File: config.mk
export PLATFORM = sky130hd
export DESIGN_NAME = bfi_control
export DESIGN_NICKNAME = d
export VERILOG_FILES = /design/src/rtl/bfi_pkg.sv /design/src/rtl/bfi_control.sv
export SDC_FILE = /design/constraint.sdc
export NUM_CORES = 1
export LEC_CHECK = 0
export ABC_AREA = 1
export ABC_CLOCK_PERIOD_IN_PS = 1450
export BUFFER_PORTS_ARGS = -buffer_cell sky130_fd_sc_hd__buf_4
export CAP_MARGIN = 20
export CORE_UTILIZATION = 40
export CTS_BUF_LIST = sky130_fd_sc_hd__clkbuf_8
export DETAILED_ROUTE_END_ITERATION = 16
export PLACE_DENSITY_LB_ADDON = 0.3
export SYNTH_ARGS = -nofsm -noshare
export SYNTH_HDL_FRONTEND = slang
export SYNTH_SLANG_ARGS = --single-unit
File: constraint.sdc
create_clock -name i_clk -period 1.45 [get_ports i_clk]
set_input_delay 0.145 -clock i_clk [delete_from_list [all_inputs] [get_ports i_clk]]
set_output_delay 0.145 -clock i_clk [all_outputs]
set_load 0.02 [all_outputs]
File: src/rtl/bfi_pkg.sv
// package for the tape-language interpreter core
// constants, command and status codes, controller/datapath structs; no dependencies
`default_nettype none
package bfi_pkg;
    localparam int PROG_DEPTH = 4096;
    localparam int TAPE_DEPTH = 4096;
    localparam int LOOP_DEPTH = 64;
    localparam int PA_W = $clog2(PROG_DEPTH);
    localparam int PL_W = PA_W + 1;
    localparam int TA_W = $clog2(TAPE_DEPTH);
    localparam int LA_W = $clog2(LOOP_DEPTH);
    localparam int LD_W = LA_W + 1;

    localparam logic [1:0] CMD_LOAD    = 2'd0;
    localparam logic [1:0] CMD_STEP    = 2'd1;
    localparam logic [1:0] CMD_RESTART = 2'd2;

    localparam logic [2:0] OP_INC   = 3'd0;
    localparam logic [2:0] OP_DEC   = 3'd1;
    localparam logic [2:0] OP_RIGHT = 3'd2;
    localparam logic [2:0] OP_LEFT  = 3'd3;
    localparam logic [2:0] OP_OPEN  = 3'd4;
    localparam logic [2:0] OP_CLOSE = 3'd5;
    localparam logic [2:0] OP_READ  = 3'd6;
    localparam logic [2:0] OP_WRITE = 3'd7;

    localparam logic [2:0] ST_READY    = 3'd0;
    localparam logic [2:0] ST_RUN      = 3'd1;
    localparam logic [2:0] ST_WAIT     = 3'd2;
    localparam logic [2:0] ST_HALT     = 3'd3;
    localparam logic [2:0] ST_TAPE_ERR = 3'd4;
    localparam logic [2:0] ST_LOOP_ERR = 3'd5;
    localparam logic [2:0] ST_FULL     = 3'd6;

    // datapath commands
    localparam logic [3:0] DC_NONE     = 4'd0;
    localparam logic [3:0] DC_LOAD     = 4'd1;
    localparam logic [3:0] DC_FETCH    = 4'd2; // read program[pc] and tape[cp]
    localparam logic [3:0] DC_EXEC     = 4'd3; // execute fetched op
    localparam logic [3:0] DC_SKIP_RD  = 4'd4; // read program[scan]
    localparam logic [3:0] DC_SKIP_EV  = 4'd5; // evaluate scanned op
    localparam logic [3:0] DC_CLEAR    = 4'd6; // clear one tape cell
    localparam logic [3:0] DC_RESTART  = 4'd7; // clear registers, start sweep

    typedef struct packed {
        logic [3:0]  cmd;
        logic [2:0]  instr_code;
        logic [7:0]  in_byte;
        logic        in_valid;
        logic        in_eof;
    } t_dp_cmd;

    typedef struct packed {
        logic        result;      // item finished this cycle
        logic        skip_more;   // scan continues
        logic        clear_done;  // tape sweep finished
        logic [2:0]  status;
        logic        out_valid;
        logic [7:0]  out_byte;
    } t_dp_stat;
endpackage
`default_nettype wire

File: src/rtl/bfi_control.sv
// controller: sequences fetch/execute, bracket scan and the tape clearing sweep
// uses bfi_pkg
`default_nettype none
module bfi_control (
    input  wire logic              i_clk,
    input  wire logic              i_rst_n,
    input  wire logic              i_valid,
    output logic                   o_stall,
    input  wire logic [1:0]        i_command,
    input  wire logic [2:0]        i_instr_code,
    input  wire logic [7:0]        i_in_byte,
    input  wire logic              i_in_valid,
    input  wire logic              i_in_eof,
    input  wire logic [2:0]        i_run_status,
    output bfi_pkg::t_dp_cmd       o_cmd,
    input  wire bfi_pkg::t_dp_stat i_stat,
    output logic                   o_done,
    input  wire logic              i_out_free
);
    import bfi_pkg::*;

    localparam logic [2:0] S_CLR   = 3'd0; // sweep after reset or restart
    localparam logic [2:0] S_IDLE  = 3'd1;
    localparam logic [2:0] S_EXEC  = 3'd2;
    localparam logic [2:0] S_SRD   = 3'd3;
    localparam logic [2:0] S_SEV   = 3'd4;
    localparam logic [2:0] S_RST   = 3'd5;

    logic [2:0] r_state, n_state;
    logic       r_restart, n_restart; // sweep owes a result
    logic [2:0] r_icode, n_icode;
    logic [7:0] r_ibyte, n_ibyte;
    logic       r_iv, n_iv, r_ie, n_ie;

    logic take, live;
    assign live = (i_run_status == ST_READY) || (i_run_status == ST_RUN) ||
                  (i_run_status == ST_WAIT);
    assign o_stall = !(r_state == S_IDLE && i_out_free);
    assign take = i_valid && !o_stall;

    always_comb begin
        n_state = r_state; n_restart = r_restart;
        n_icode = r_icode; n_ibyte = r_ibyte; n_iv = r_iv; n_ie = r_ie;
        o_cmd = '0;
        o_cmd.instr_code = r_icode;
        o_cmd.in_byte = r_ibyte;
        o_cmd.in_valid = r_iv;
        o_cmd.in_eof = r_ie;
        o_done = 1'b0;
        unique case (r_state)
            S_CLR: begin
                o_cmd.cmd = DC_CLEAR;
                if (i_stat.clear_done) begin
                    n_state = S_IDLE;
                    o_done = r_restart;
                    n_restart = 1'b0;
                end
            end
            S_IDLE: begin
                if (take) begin
                    n_icode = i_instr_code; n_ibyte = i_in_byte;
                    n_iv = i_in_valid; n_ie = i_in_eof;
                    o_cmd.instr_code = i_instr_code;
                    priority case (i_command)
                        CMD_LOAD: begin o_cmd.cmd = DC_LOAD; o_done = 1'b1; end
                        CMD_STEP: begin
                            if (live) begin o_cmd.cmd = DC_FETCH; n_state = S_EXEC; end
                            else o_done = 1'b1;
                        end
                        CMD_RESTART: n_state = S_RST;
                        default: o_done = 1'b1;
                    endcase
                end
            end
            S_EXEC: begin
                o_cmd.cmd = DC_EXEC;
                o_done = i_stat.result;
                n_state = i_stat.skip_more ? S_SRD : S_IDLE;
            end
            S_SRD: begin
                o_cmd.cmd = DC_SKIP_RD;
                o_done = i_stat.result;
                n_state = i_stat.skip_more ? S_SEV : S_IDLE;
            end
            S_SEV: begin
                o_cmd.cmd = DC_SKIP_EV;
                o_done = i_stat.result;
                n_state = i_stat.skip_more ? S_SRD : S_IDLE;
            end
            S_RST: begin
                o_cmd.cmd = DC_RESTART;
                n_restart = 1'b1;
                n_state = S_CLR;
            end
            default: n_state = S_IDLE;
        endcase
    end

    always_ff @(posedge i_clk) begin
        if (!i_rst_n) begin
            r_state <= S_CLR;
            r_restart <= 1'b0;
        end else begin
            r_state <= n_state;
            r_restart <= n_restart;
        end
        r_icode <= n_icode; r_ibyte <= n_ibyte; r_iv <= n_iv; r_ie <= n_ie;
    end
endmodule
`default_nettype wire

==> summary.txt, run 1 <==
Clock network
  • CTS tree: yes
  • TritonCTS buffer count: 3
  • Clk buf depth: 2
  • Worst-skew pair later-pin latency: 0.24 ns
  • Clk sinks: 17
  • Root Driver: clkbuf_8
  • CTS Hold Buffers Added: 0
  • H-Tree Depth: 1
  • Clk slew on worst S/H paths: 0.06 ns

Global routing
  • Vias in the first global route: 784
  • Largest net degree at the start of global routing: 12
  • GR Util All Layers: 16.9%
  • Antenna violations before repair: 0
  • Congestion Overflow GR: 0
  • First-pass GRT wire length: 3110 µm

Synthesis
  • Compound-Gate Fraction of Synth Area: 6.47%
  • Syn Nets: 135
  • Largest family of logic cells by synthesized area: simple AND/OR/NAND/NOR gates
  • Syn Std Cell Area: 890 µm²
  • Avg Cell Area, Syn: 9.08 µm²
  • YS warnings: 0
  • Seq/Total Area, Yosys: a little over half
  • Synth Area in Adders: 0%
  • Register bit total from synthesis: 17
  • Count of cell types in the netlist: 24
  • Mux contribution to synthesized area: 0%
  • Synth Area in XOR/XNOR: 0%
  • Cells after Synth: 98
  • Synth Area in Simple Gates: between 20 and 30%

Route
  • Drt wl/cell: 11.2 µm
  • Routed vias/inst: ~4.7
  • Drt first pass iters: 4
  • Drt total wl: approximately 2000 µm
  • Residual DRC: 0
  • Antenna-violating nets left: 0
  • Via count: 840
  • Iter 0 DRT Violations: 7

Power and ir drop
  • Flop pwr share: 44.0%
  • Total power: 1270 µW
  • Comb power frac: 30.0%
  • Pwr Density: 882 nW/µm²
  • Sw power: 353 µW
  • Internal: between 900 and 1000 µW
  • Pleak: 0.000682 µW
  • Sw frac: 27.8%
  • Clock group share of total power: 26.0%
  • Peak VDD IR: roughly 770 µV

Timing
  • Fmax: ~650 MHz
  • Final worst slack: -0.0805 ns
  • Hold Vio Cnt, Final: 0
  • Final Slew Violations: 0
  • Tcrit/Tclk final: 106%
  • Final Skew: between 0.0007 and 0.0008 ns
  • Minimum clock period: around 1.5 ns
  • Endpoints failing setup: 17
  • Fin Setup TNS: -0.533 ns
  • Unrepaired setup endpoints after global routing: true

Placed design
  • DPL Wire Length: 1480 µm
  • Worst slack at placement: 0.152 ns
  • Dpl cells: 169
  • IO Port Bufs: 42
  • GP Congestion: 0.825

Die
  • Die Ht: between 40 and 50 µm
  • Die X: 49.2 µm
  • Row count: 16
  • Die area: 2420 µm²
  • Core region area: 2020 µm²
  • Io pins: 56
  • Initial core utilization: 44.0%

Finish
  • Layout cells sized above 1: 55.9%
  • Multi-input logic area: 380 µm²
  • Final std cells w/o fill: 179
  • Total Nets Final: 190
  • Ant. Diodes: 0
  • Area grow syn2layout: 61.7%
  • Filler cells: 148
  • Register area: 474 µm²

Worst setup path
  • Startpoint types: flip-flop
  • Crit end category: output port
  • WP data required: 1.31 ns
  • CP arrival: ~1.4 ns
  • Critical path type: reg2out
  • Critical path peak fanout: 6

Run status
  • Status: finished with violations
  • Failing checks: negative setup slack

Job
  • Max_cap viols: 0

Worst hold path
  • Path type of the worst min-delay path: in2reg
-- worst max-delay path: stages (launching register included) --
cell	delay, ns
dfxtp_2	0.36
buf_6	0.13
nand3_4	0.09
nor2_4	0.13
nand2_2	0.07
nor2_4	0.10
o21a_1	0.14
buf_6	0.12
-- per-layer routing --
layer  GRT usage (%)  vias to the layer above  wire length (µm)
li1                -                      423                 -
met1            17.6                      386               759
met2            30.8                       25              1100
met3            4.98                        6               109
met4            7.35                        0                41
met5               0                        -                 0
-- layout make-up --
| class | instances | area share [%] |
|---|---|---|
| Multi-Input combinational cell | 62 | 26.4 |
| Inverter | 15 | 4.52 |
| Timing Repair Buffer | 54 | 30.6 |
| Sequential cell | 17 | 33.0 |
| Tap cell | 27 | 2.35 |
| Clock inverter | 1 | 0.261 |
| Clock buffer | 3 | 2.87 |
-- sequential cells by signal (all words and copies together), names as in the netlist --
signal	flops
r_state	3
r_icode	3
r_ibyte	8
r_ie	1
r_iv	1
r_restart	1
-- cell families (layout without fill, tap and decap cells) --
logic type             after synthesis  count (layout)
and+or+nand+nor                     51              51
buffers and inverters               19              73
DFF                                 17              17
AOI/OAI and AO/OA                   10              10
other                                1               1
-- cells in the final DEF (no fill, tap or decap), types with 2 or more instances in the layout --
cell      count
buf_4        47
nand2_1      17
edfxtp_1     13
nor2_1        9
inv_1         9
buf_6         6
nand3_1       5
nand2_2       5
nand3_2       4
o21ai_1       4
nand2_4       3
nor2_4        3
inv_2         3
clkbuf_8      3
dfxtp_2       3
nand3_4       2
o211ai_1      2
a21oi_1       2
-- power by group through the flow --
stage,combinational [µW],clock (µW),sequential [µW]
finish,381,330,558
detailed placement,319,0,565
CTS,341,339,557
global route,411,355,560
floorplan,168,0,576
global placement,312,0,564
-- stage by stage --
| step | util [%] | area, µm² | hold slack (ns) |
|---|---|---|---|
| 2_1_floorplan | - | 890 | 0.244 |
| 3_3_place_gp | 62.4 | 1260 | 0.323 |
| 3_5_place_dp | 62.4 | 1260 | 0.324 |
| 4_1_cts | 67.1 | 1360 | 0.0696 |
| 5_1_grt | 71.2 | 1440 | 0.0637 |
| 6_report | 71.2 | 1440 | 0.0744 |
-- cells in the mapped netlist --
cell,count,area (µm²)
nand2_1,24,90.1
edfxtp_1,13,390
nor2_1,10,37.5
inv_1,8,30.0
inv_2,5,18.8
nand3_1,5,25.0
nand3_2,5,50.1
dfxtp_1,4,80.1
buf_4,3,22.5
o21ai_1,3,15.0
a21oi_1,2,10.0
nor2_2,2,12.5
o211ai_1,2,15.0
o21ai_0,2,10.0
buf_6,1,11.3
clkinv_1,1,3.75
clkinv_2,1,5.00
conb_1,1,3.75
nand2_2,1,6.26
nand3_4,1,17.5
nand4_1,1,6.26
nor2_4,1,11.3
nor3_2,1,10.0
o21a_1,1,7.51
-- worst paths after layout --
path | start | end | slack (ns) | depth (start not counted)
max | r_state[0]$_SDFFE_PN0P_ | o_done | -0.08 | 7
max reg2reg | r_state[2]$_SDFFE_PN0P_ | r_iv$_DFFE_PP_ | -0.03 | 8
min | i_in_byte[4] | r_ibyte[4]$_DFFE_PP_ | 0.07 | 1
min reg2reg | r_restart$_SDFFE_PN0P_ | r_restart$_SDFFE_PN0P_ | 0.49 | 2
-- repair_timing --
| action | 4_1_cts | 5_1_grt |
|---|---|---|
| hold endpoints to repair | 0 | 0 |
| buffers inserted | 3 | 3 |
| pin swaps | 1 | 9 |
| gates resized for setup | 11 | 17 |
| setup endpoints to repair | 6 | 6 |
No activity file was read; power rests on OpenSTA's default activity.
==> run 2, diff against run 1 <==
--- a/config.mk
+++ b/config.mk
@@ -6,7 +6,7 @@
 export NUM_CORES = 1
 export LEC_CHECK = 0
 export ABC_AREA = 1
-export ABC_CLOCK_PERIOD_IN_PS = 1450
+export ABC_CLOCK_PERIOD_IN_PS = 1600
 export BUFFER_PORTS_ARGS = -buffer_cell sky130_fd_sc_hd__buf_4
 export CAP_MARGIN = 20
 export CORE_UTILIZATION = 40
==> constraint.sdc (replaced) <==
create_clock -name i_clk -period 1.6 [get_ports i_clk]
set_input_delay 0.16 -clock i_clk [delete_from_list [all_inputs] [get_ports i_clk]]
set_output_delay 0.16 -clock i_clk [all_outputs]
set_load 0.02 [all_outputs]
==> run 2 against run 1 <==
  * The flow now finishes without violations
  * Worst setup slack improved by 0.11 ns
  * Via count is 6.1% lower
  * Critical path depth decreased by 1
  * Clock power decreased by 9.4%
  * Highest routed layer is now met3
==> summary.txt, run 2 (synthesized netlist as in run 1, its figures left out) <==
Run status
  • Status: finished clean

Route
  • Drt first pass iters: 4 (unchanged)
  • Residual DRC: 0 (unchanged)
  • Drt total wl: 1840 µm (-8.2%)
  • Iter 0 DRT Violations: 15 (+8)
  • Via count: 789 (-6.1%)
  • Routed vias/inst: 4.56 (-2.8%)
  • Drt wl/cell: 10.6 µm (-5.0%)
  • Antenna-violating nets left: 0 (unchanged)

Power and ir drop
  • Comb power frac: 27.1% (-2.9 points)
  • Pleak: 0.000634 µW (-7.1%)
  • Sw power: 303 µW (-14%)
  • Flop pwr share: 45.8% (+1.8 points)
  • Internal: 804 µW (-12%)
  • Clock group share of total power: 27.0% (+1.0 points)
  • Peak VDD IR: 602 µV (-21%)
  • Sw frac: 27.4% (-0.46 points)
  • Total power: 1110 µW (-13%)
  • Pwr Density: 810 nW/µm² (-8.2%)

Die
  • Core region area: 2020 µm² (unchanged)
  • Die area: 2420 µm² (unchanged)
  • Die X: 49.2 µm (unchanged)
  • Initial core utilization: 44.0% (unchanged)
  • Row count: 16 (unchanged)
  • Die Ht: 49.2 µm (unchanged)
  • Io pins: 56 (unchanged)

Timing
  • Tcrit/Tclk final: between 90% and 100%
  • Unrepaired setup endpoints after global routing: true
  • Endpoints failing setup: 0 (-17)
  • Minimum clock period: 1.57 ns
  • Fmax: 638 MHz
  • Min Hold Slack: 0.0879 ns (+0.0134 ns)
  • Final Slew Violations: 0 (unchanged)
  • Hold Vio Cnt, Final: 0 (unchanged)
  • Final Skew: 0.000764 ns (+0.0000605 ns)

Worst setup path
  • CP arrival: 1.41 ns (+0.02 ns)
  • Startpoint types: flip-flop
  • Reg2reg setup slack: 0.17 ns (+0.20 ns)
  • Crit end category: output port
  • WP data required: 1.44 ns (+0.13 ns)
  • R2R depth: 7 (-1)
  • Critical path type: reg2out
  • Critical path peak fanout: 6 (unchanged)

Global routing
  • Congestion Overflow GR: 0 (unchanged)
  • Antenna violations before repair: 0 (unchanged)
  • GR Util All Layers: 15.7% (-1.1 points)
  • Largest net degree at the start of global routing: 12 (unchanged)
  • Vias in the first global route: 758 (-3.3%)
  • First-pass GRT wire length: 2910 µm (-6.2%)

Finish
  • Area grow syn2layout: 53.6%
  • Multi-input logic area: 358 µm² (-5.9%)
  • Total Nets Final: 184 (-3.2%)
  • Layout cells sized above 1: 54.1% (-1.8 points)
  • Top reg by flops: r_ibyte
  • Filler cells: 165 (+11%)
  • Register area: 477 µm² (+0.53%)
  • Ant. Diodes: 0 (unchanged)
  • Most frequent cells in the layout: buf_4, nand2_1, edfxtp_1
  • Largest register FFs: 8 (unchanged)
  • Largest regs: r_ibyte (8), r_icode (3), r_state (3)
  • Most common cell after layout, fill and taps aside: buf_4

Clock network
  • H-Tree Depth: 1 (unchanged)
  • Root Driver: clkbuf_8
  • Clk sinks: 17 (unchanged)
  • CTS tree: yes
  • Clk buf depth: 2 (unchanged)
  • TritonCTS buffer count: 3 (unchanged)
  • Worst-skew pair later-pin latency: 0.24 ns (about the same)
  • Clk slew on worst S/H paths: 0.06 ns (about the same)
  • CTS Hold Buffers Added: 0 (unchanged)

Worst hold path
  • Hold path depth: 1 (unchanged)
  • Path type of the worst min-delay path: in2reg

Placed design
  • GP Congestion: 0.834 (+1.2%)
  • IO Port Bufs: 42 (unchanged)
  • DPL Wire Length: 1420 µm (-4.3%)

Job
  • Max_cap viols: 0 (unchanged)
[run 2: area by class of cell]
class	count	area share (%)
flip-flops and latches	17	34.9
clock buffers	3	3.02
clock inverters	1	0.275
inverters	15	4.76
repair buffers	48	28.4
multi-input cells	62	26.2
well taps	27	2.47
[run 2: timing repair]
action,CTS,global route
endpoints found under the setup margin,6,6
pin swaps,0,5
cloned,0,0
buffers inserted,1,2
resized for setup,2,19
[run 2: metrics by stage]
stage	std cells	utilization, %	setup WS [ns]	area, µm²	TNS (ns)
global route	173	67.6	-0.0555	1370	-0.162
CTS	171	64.1	0.000500	1300	0
detailed placement	166	61.3	0.160	1240	0
global placement	166	61.3	0.190	1240	0
finish	173	67.6	0.0333	1370	0
floorplan	98	-	0.245	890	0
[run 2: final timing paths]
path	startpoint	to
worst max-delay path	r_state[2]$_SDFFE_PN0P_	o_cmd[14]
worst min-delay path	i_in_byte[4]	r_ibyte[4]$_DFFE_PP_
worst max register to register	r_state[2]$_SDFFE_PN0P_	r_icode[2]$_DFFE_PP_
worst min register to register	r_restart$_SDFFE_PN0P_	r_restart$_SDFFE_PN0P_
[run 2: per-layer routing]
metal	vias up	routed length (µm)	GRT usage (%)
li1	411	-	-
met2	21	977	29.2
met3	0	91	4.05
met1	357	773	16.8
met5	-	0	0
met4	0	0	5.88
[run 2: critical path: stages, from the launching register on]
cell and delay [ns]:
dfxtp_4 0.36, inv_4 0.08, nand2_4 0.05, nor2_4 0.14, nand3_4 0.15, o211ai_1 0.22, buf_4 0.17
[run 2: power by group through the flow]
| stage | Combinational, µW | Sequential [µW] | Clock, µW |
|---|---|---|---|
| after floorplan | 152 | 522 | 0 |
| after detailed placement | 278 | 515 | 0 |
| final | 300 | 507 | 299 |
| after CTS | 281 | 506 | 311 |
| after global placement | 272 | 515 | 0 |
| after global routing | 328 | 509 | 326 |
==> run 3, diff against run 2 <==
--- a/config.mk
+++ b/config.mk
@@ -5,7 +5,7 @@
 export SDC_FILE = /design/constraint.sdc
 export NUM_CORES = 1
 export LEC_CHECK = 0
-export ABC_AREA = 1
+export ABC_AREA = 0
 export ABC_CLOCK_PERIOD_IN_PS = 1600
 export BUFFER_PORTS_ARGS = -buffer_cell sky130_fd_sc_hd__buf_4
 export CAP_MARGIN = 20
==> run 3 against run 2 <==
  * The flow now finishes with violations (negative setup slack)
  * Largest cell class unchanged
  * Sequential share of layout area grew 1.8 points
  * Worst setup slack got worse by 0.25 ns
  * Register-to-register slack worse by 0.14 ns
==> summary.txt, run 3 <==
Synthesis
  • Syn Nets: 110 (-19%)
  • Post-synth EDFFs: 13 (unchanged)
  • Mux contribution to synthesized area: 4.12% (+4.1 points)
  • Asr flop ratio synth: 0% (unchanged)
  • Compound-Gate Fraction of Synth Area: 10.1% (+3.6 points)
  • Top cell type's share of synthesized area: 47.6% (+3.8 points)
  • Synth Area in XOR/XNOR: 2.14% (+2.1 points)
  • Yosys top cell by area: edfxtp_1
  • Register bit total from synthesis: 17 (unchanged)
  • Syn Std Cell Area: 820 µm² (-7.9%)
  • Synth Area in Adders: 0% (unchanged)
  • Synth Area in Simple Gates: 20.8% (-9.2 points)
  • Seq/Total Area, Yosys: 57.4% (+4.5 points)
  • Cells after Synth: 73 (-26%)
  • Cell with the most instances after synthesis: edfxtp_1
  • Top cells by count, synth: edfxtp_1, a21oi_1, nand2_1, nor2_1, nand2b_1
  • Synth top area cells: edfxtp_1, dfxtp_1, mux2_2
  • Largest family of logic cells by synthesized area: simple AND/OR/NAND/NOR gates
  • YS warnings: 0 (unchanged)
  • Count of cell types in the netlist: 27 (+13%)
  • Avg Cell Area, Syn: 11.2 µm² (+24%)
  • Top_reg_cell synth: edfxtp_1

Route
  • Metal1 wirelength: 701 µm (-9.3%)
  • Drt wl/cell: 11.1 µm (+3.9%)
  • Drt total wl: 1660 µm (-9.9%)
  • Highest metal used: met4
  • Residual DRC: 0 (unchanged)
  • Met3 wire length: 84 µm (-7.7%)
  • Via count: 712 (-9.8%)
  • Iter 0 DRT Violations: 10 (-5)
  • Metal2 WL: 856 µm (-12%)
  • Routed vias/inst: 4.75 (+4.1%)
  • Antenna-violating nets left: 0 (unchanged)
  • Drt first pass iters: 4 (unchanged)

Worst setup path
  • WP data required: 1.44 ns (about the same)
  • Critical path peak fanout: 5 (-1)
  • Critical path type: reg2out
  • Startpoint types: flip-flop
  • Worst path bufs/invs: 1 (-1)
  • Slowest CP cell: or3b_4
  • Crit end category: output port
  • CP arrival: 1.66 ns (+0.25 ns)
  • Crit-path leading delay family: simple AND/OR/NAND/NOR gates
  • CP cell instances: or3b_4 -> nor2b_4 -> mux2_4 -> buf_6
  • Largest stage delay on the critical path: 0.42 ns (+0.06 ns)

Global routing
  • Vias in the first global route: 579 (-24%)
  • Largest net degree at the start of global routing: 14 (+2)
  • Antenna violations before repair: 0 (unchanged)
  • First-pass GRT wire length: 2330 µm (-20%)
  • GR Util All Layers: 15.4% (-0.38 points)
  • Congestion Overflow GR: 0 (unchanged)

Power and ir drop
  • Comb power frac: 19.9% (-7.2 points)
  • Pleak: 0.000560 µW (-12%)
  • Internal: 765 µW (-4.8%)
  • Sw frac: 22.1% (-5.3 points)
  • Clock group share of total power: 30.0% (+3.0 points)
  • Flop pwr share: 50.1% (+4.3 points)
  • Pwr Density: 762 nW/µm² (-6.0%)
  • Sw power: 217 µW (-28%)
  • Peak VDD IR: 465 µV (-23%)

Die
  • Row count: 16 (unchanged)
  • Die Ht: 47.3 µm (-3.9%)
  • Io pins: 56 (unchanged)
  • Initial core utilization: 42.2% (-1.8 points)
  • Die area: 2230 µm² (-7.6%)
  • Die X: 47.3 µm (-3.9%)
  • Core region area: 1940 µm² (-4.0%)

Timing
  • Final worst slack: -0.217 ns (-0.250 ns)
  • Endpoints failing setup: 4 (+4)
  • Final Skew: 0.00238 ns (+0.00162 ns)
  • Hold Vio Cnt, Final: 0 (unchanged)
  • Unrepaired setup endpoints after global routing: true
  • Tcrit/Tclk final: 114% (+16 points)
  • Fmax: 550 MHz (-14%)
  • Min Hold Slack: 0.0906 ns (+0.00276 ns)
  • Final Slew Violations: 0 (unchanged)
  • Minimum clock period: 1.82 ns (+0.250 ns)

Placed design
  • IO Port Bufs: 42 (unchanged)
  • Dpl cells: 142 (-14%)
  • GP Congestion: 0.795 (-4.7%)
  • DPL Wire Length: 1280 µm (-9.4%)

Finish
  • Most frequent cells in the layout: buf_4, edfxtp_1, nor2_1, nand2_1, a21oi_1
  • Layout cells sized above 1: 52.0% (-2.1 points)
  • Most common cell after layout, fill and taps aside: buf_4
  • Total Nets Final: 161 (-13%)
  • Area grow syn2layout: 57.3%
  • Largest regs: r_ibyte (8), r_icode (3), r_state (3)
  • Filler cells: 153 (-7.3%)
  • Multi-input logic area: 324 µm² (-9.4%)
  • Ant. Diodes: 0 (unchanged)
  • Largest register FFs: 8 (unchanged)
  • Top reg by flops: r_ibyte
  • Final std cells w/o fill: 150 (-13%)
  • Register area: 473 µm² (-0.79%)

Worst hold path
  • Path type of the worst min-delay path: in2reg

Clock network
  • Clk slew on worst S/H paths: 0.06 ns (about the same)
  • Root Driver: clkbuf_8
  • Clk buf depth: 2 (unchanged)
  • H-Tree Depth: 1 (unchanged)
  • CTS tree: yes
  • TritonCTS buffer count: 3 (unchanged)
  • CTS Hold Buffers Added: 0 (unchanged)
  • Worst-skew pair later-pin latency: 0.24 ns (about the same)
  • Clk sinks: 17 (unchanged)

Job
  • Max_cap viols: 0 (unchanged)

Run status
  • Status: finished with violations
  • Failing checks: negative setup slack
[run 3: metrics by stage]
step                      setup slack (ns)  utilization [%]  TNS (ns)  total power (µW)  area (µm²)
after floorplan                    -0.0498                -    -0.150               592         820
after global placement              0.0228             60.6         0               676        1180
after detailed placement           0.00920             60.6         0               680        1180
after CTS                           -0.199             65.4    -0.780               990        1270
after global routing                -0.263             66.4     -1.12              1030        1290
final                               -0.217             66.4    -0.847               982        1290
[run 3: timing repair]
| item | in CTS | in global routing |
|---|---|---|
| setup buffers | 3 | 1 |
| gates resized for setup | 7 | 4 |
| gates cloned | 0 | 0 |
| pin swaps | 2 | 3 |
| setup endpoints to repair | 4 | 4 |
[run 3: cell type report]
type | count | share of cell area [%]
flip-flops and latches | 17 | 36.7
repair buffers | 52 | 31.7
multi-input cells | 49 | 25.1
clock buffers | 3 | 3.20
well taps | 27 | 2.62
clock inverters | 1 | 0.291
inverters | 1 | 0.291
[run 3: power by group through the flow]
stage          Combinational, µW  Sequential (µW)  Clock (µW)
6_report                     195              492         294
5_1_grt                      211              493         324
4_1_cts                      193              492         305
3_5_place_dp                 179              501           0
3_3_place_gp                 176              500           0
2_1_floorplan               85.2              507           0
[run 3: kinds of logic after synthesis]
group           Yosys count
other cells               1
buf+inv                   7
simple gates             29
xor+xnor                  2
flops                    17
mux                       3
compound gates           14
[run 3: path summary, 6_finish.rpt]
| kind | from | endpoint | slack, ns | cells past startpoint |
|---|---|---|---|---|
| worst min register to register | r_restart$_SDFFE_PN0P_ | r_restart$_SDFFE_PN0P_ | 0.53 | 2 |
| worst min-delay path | i_in_byte[4] | r_ibyte[4]$_DFFE_PP_ | 0.09 | 1 |
| worst max register to register | r_state[2]$_SDFFE_PN0P_ | r_ibyte[7]$_DFFE_PP_ | 0.03 | 5 |
| worst max-delay path | r_state[2]$_SDFFE_PN0P_ | o_cmd[12] | -0.22 | 4 |
[run 3: per-layer routing]
layer  GRT usage [%]  vias to the layer above
met5               0                        -
met4            6.86                        0
met3            3.46                        2
met2            24.9                       25
met1            19.4                      327
li1                -                      358
[run 3: worst reg2reg max path, cell delays in order, from the launching register on]
cell and delay, ns:
dfxtp_2 0.32, or3b_4 0.42, nor2b_4 0.22, buf_6 0.12, buf_4 0.08, buf_4 0.12
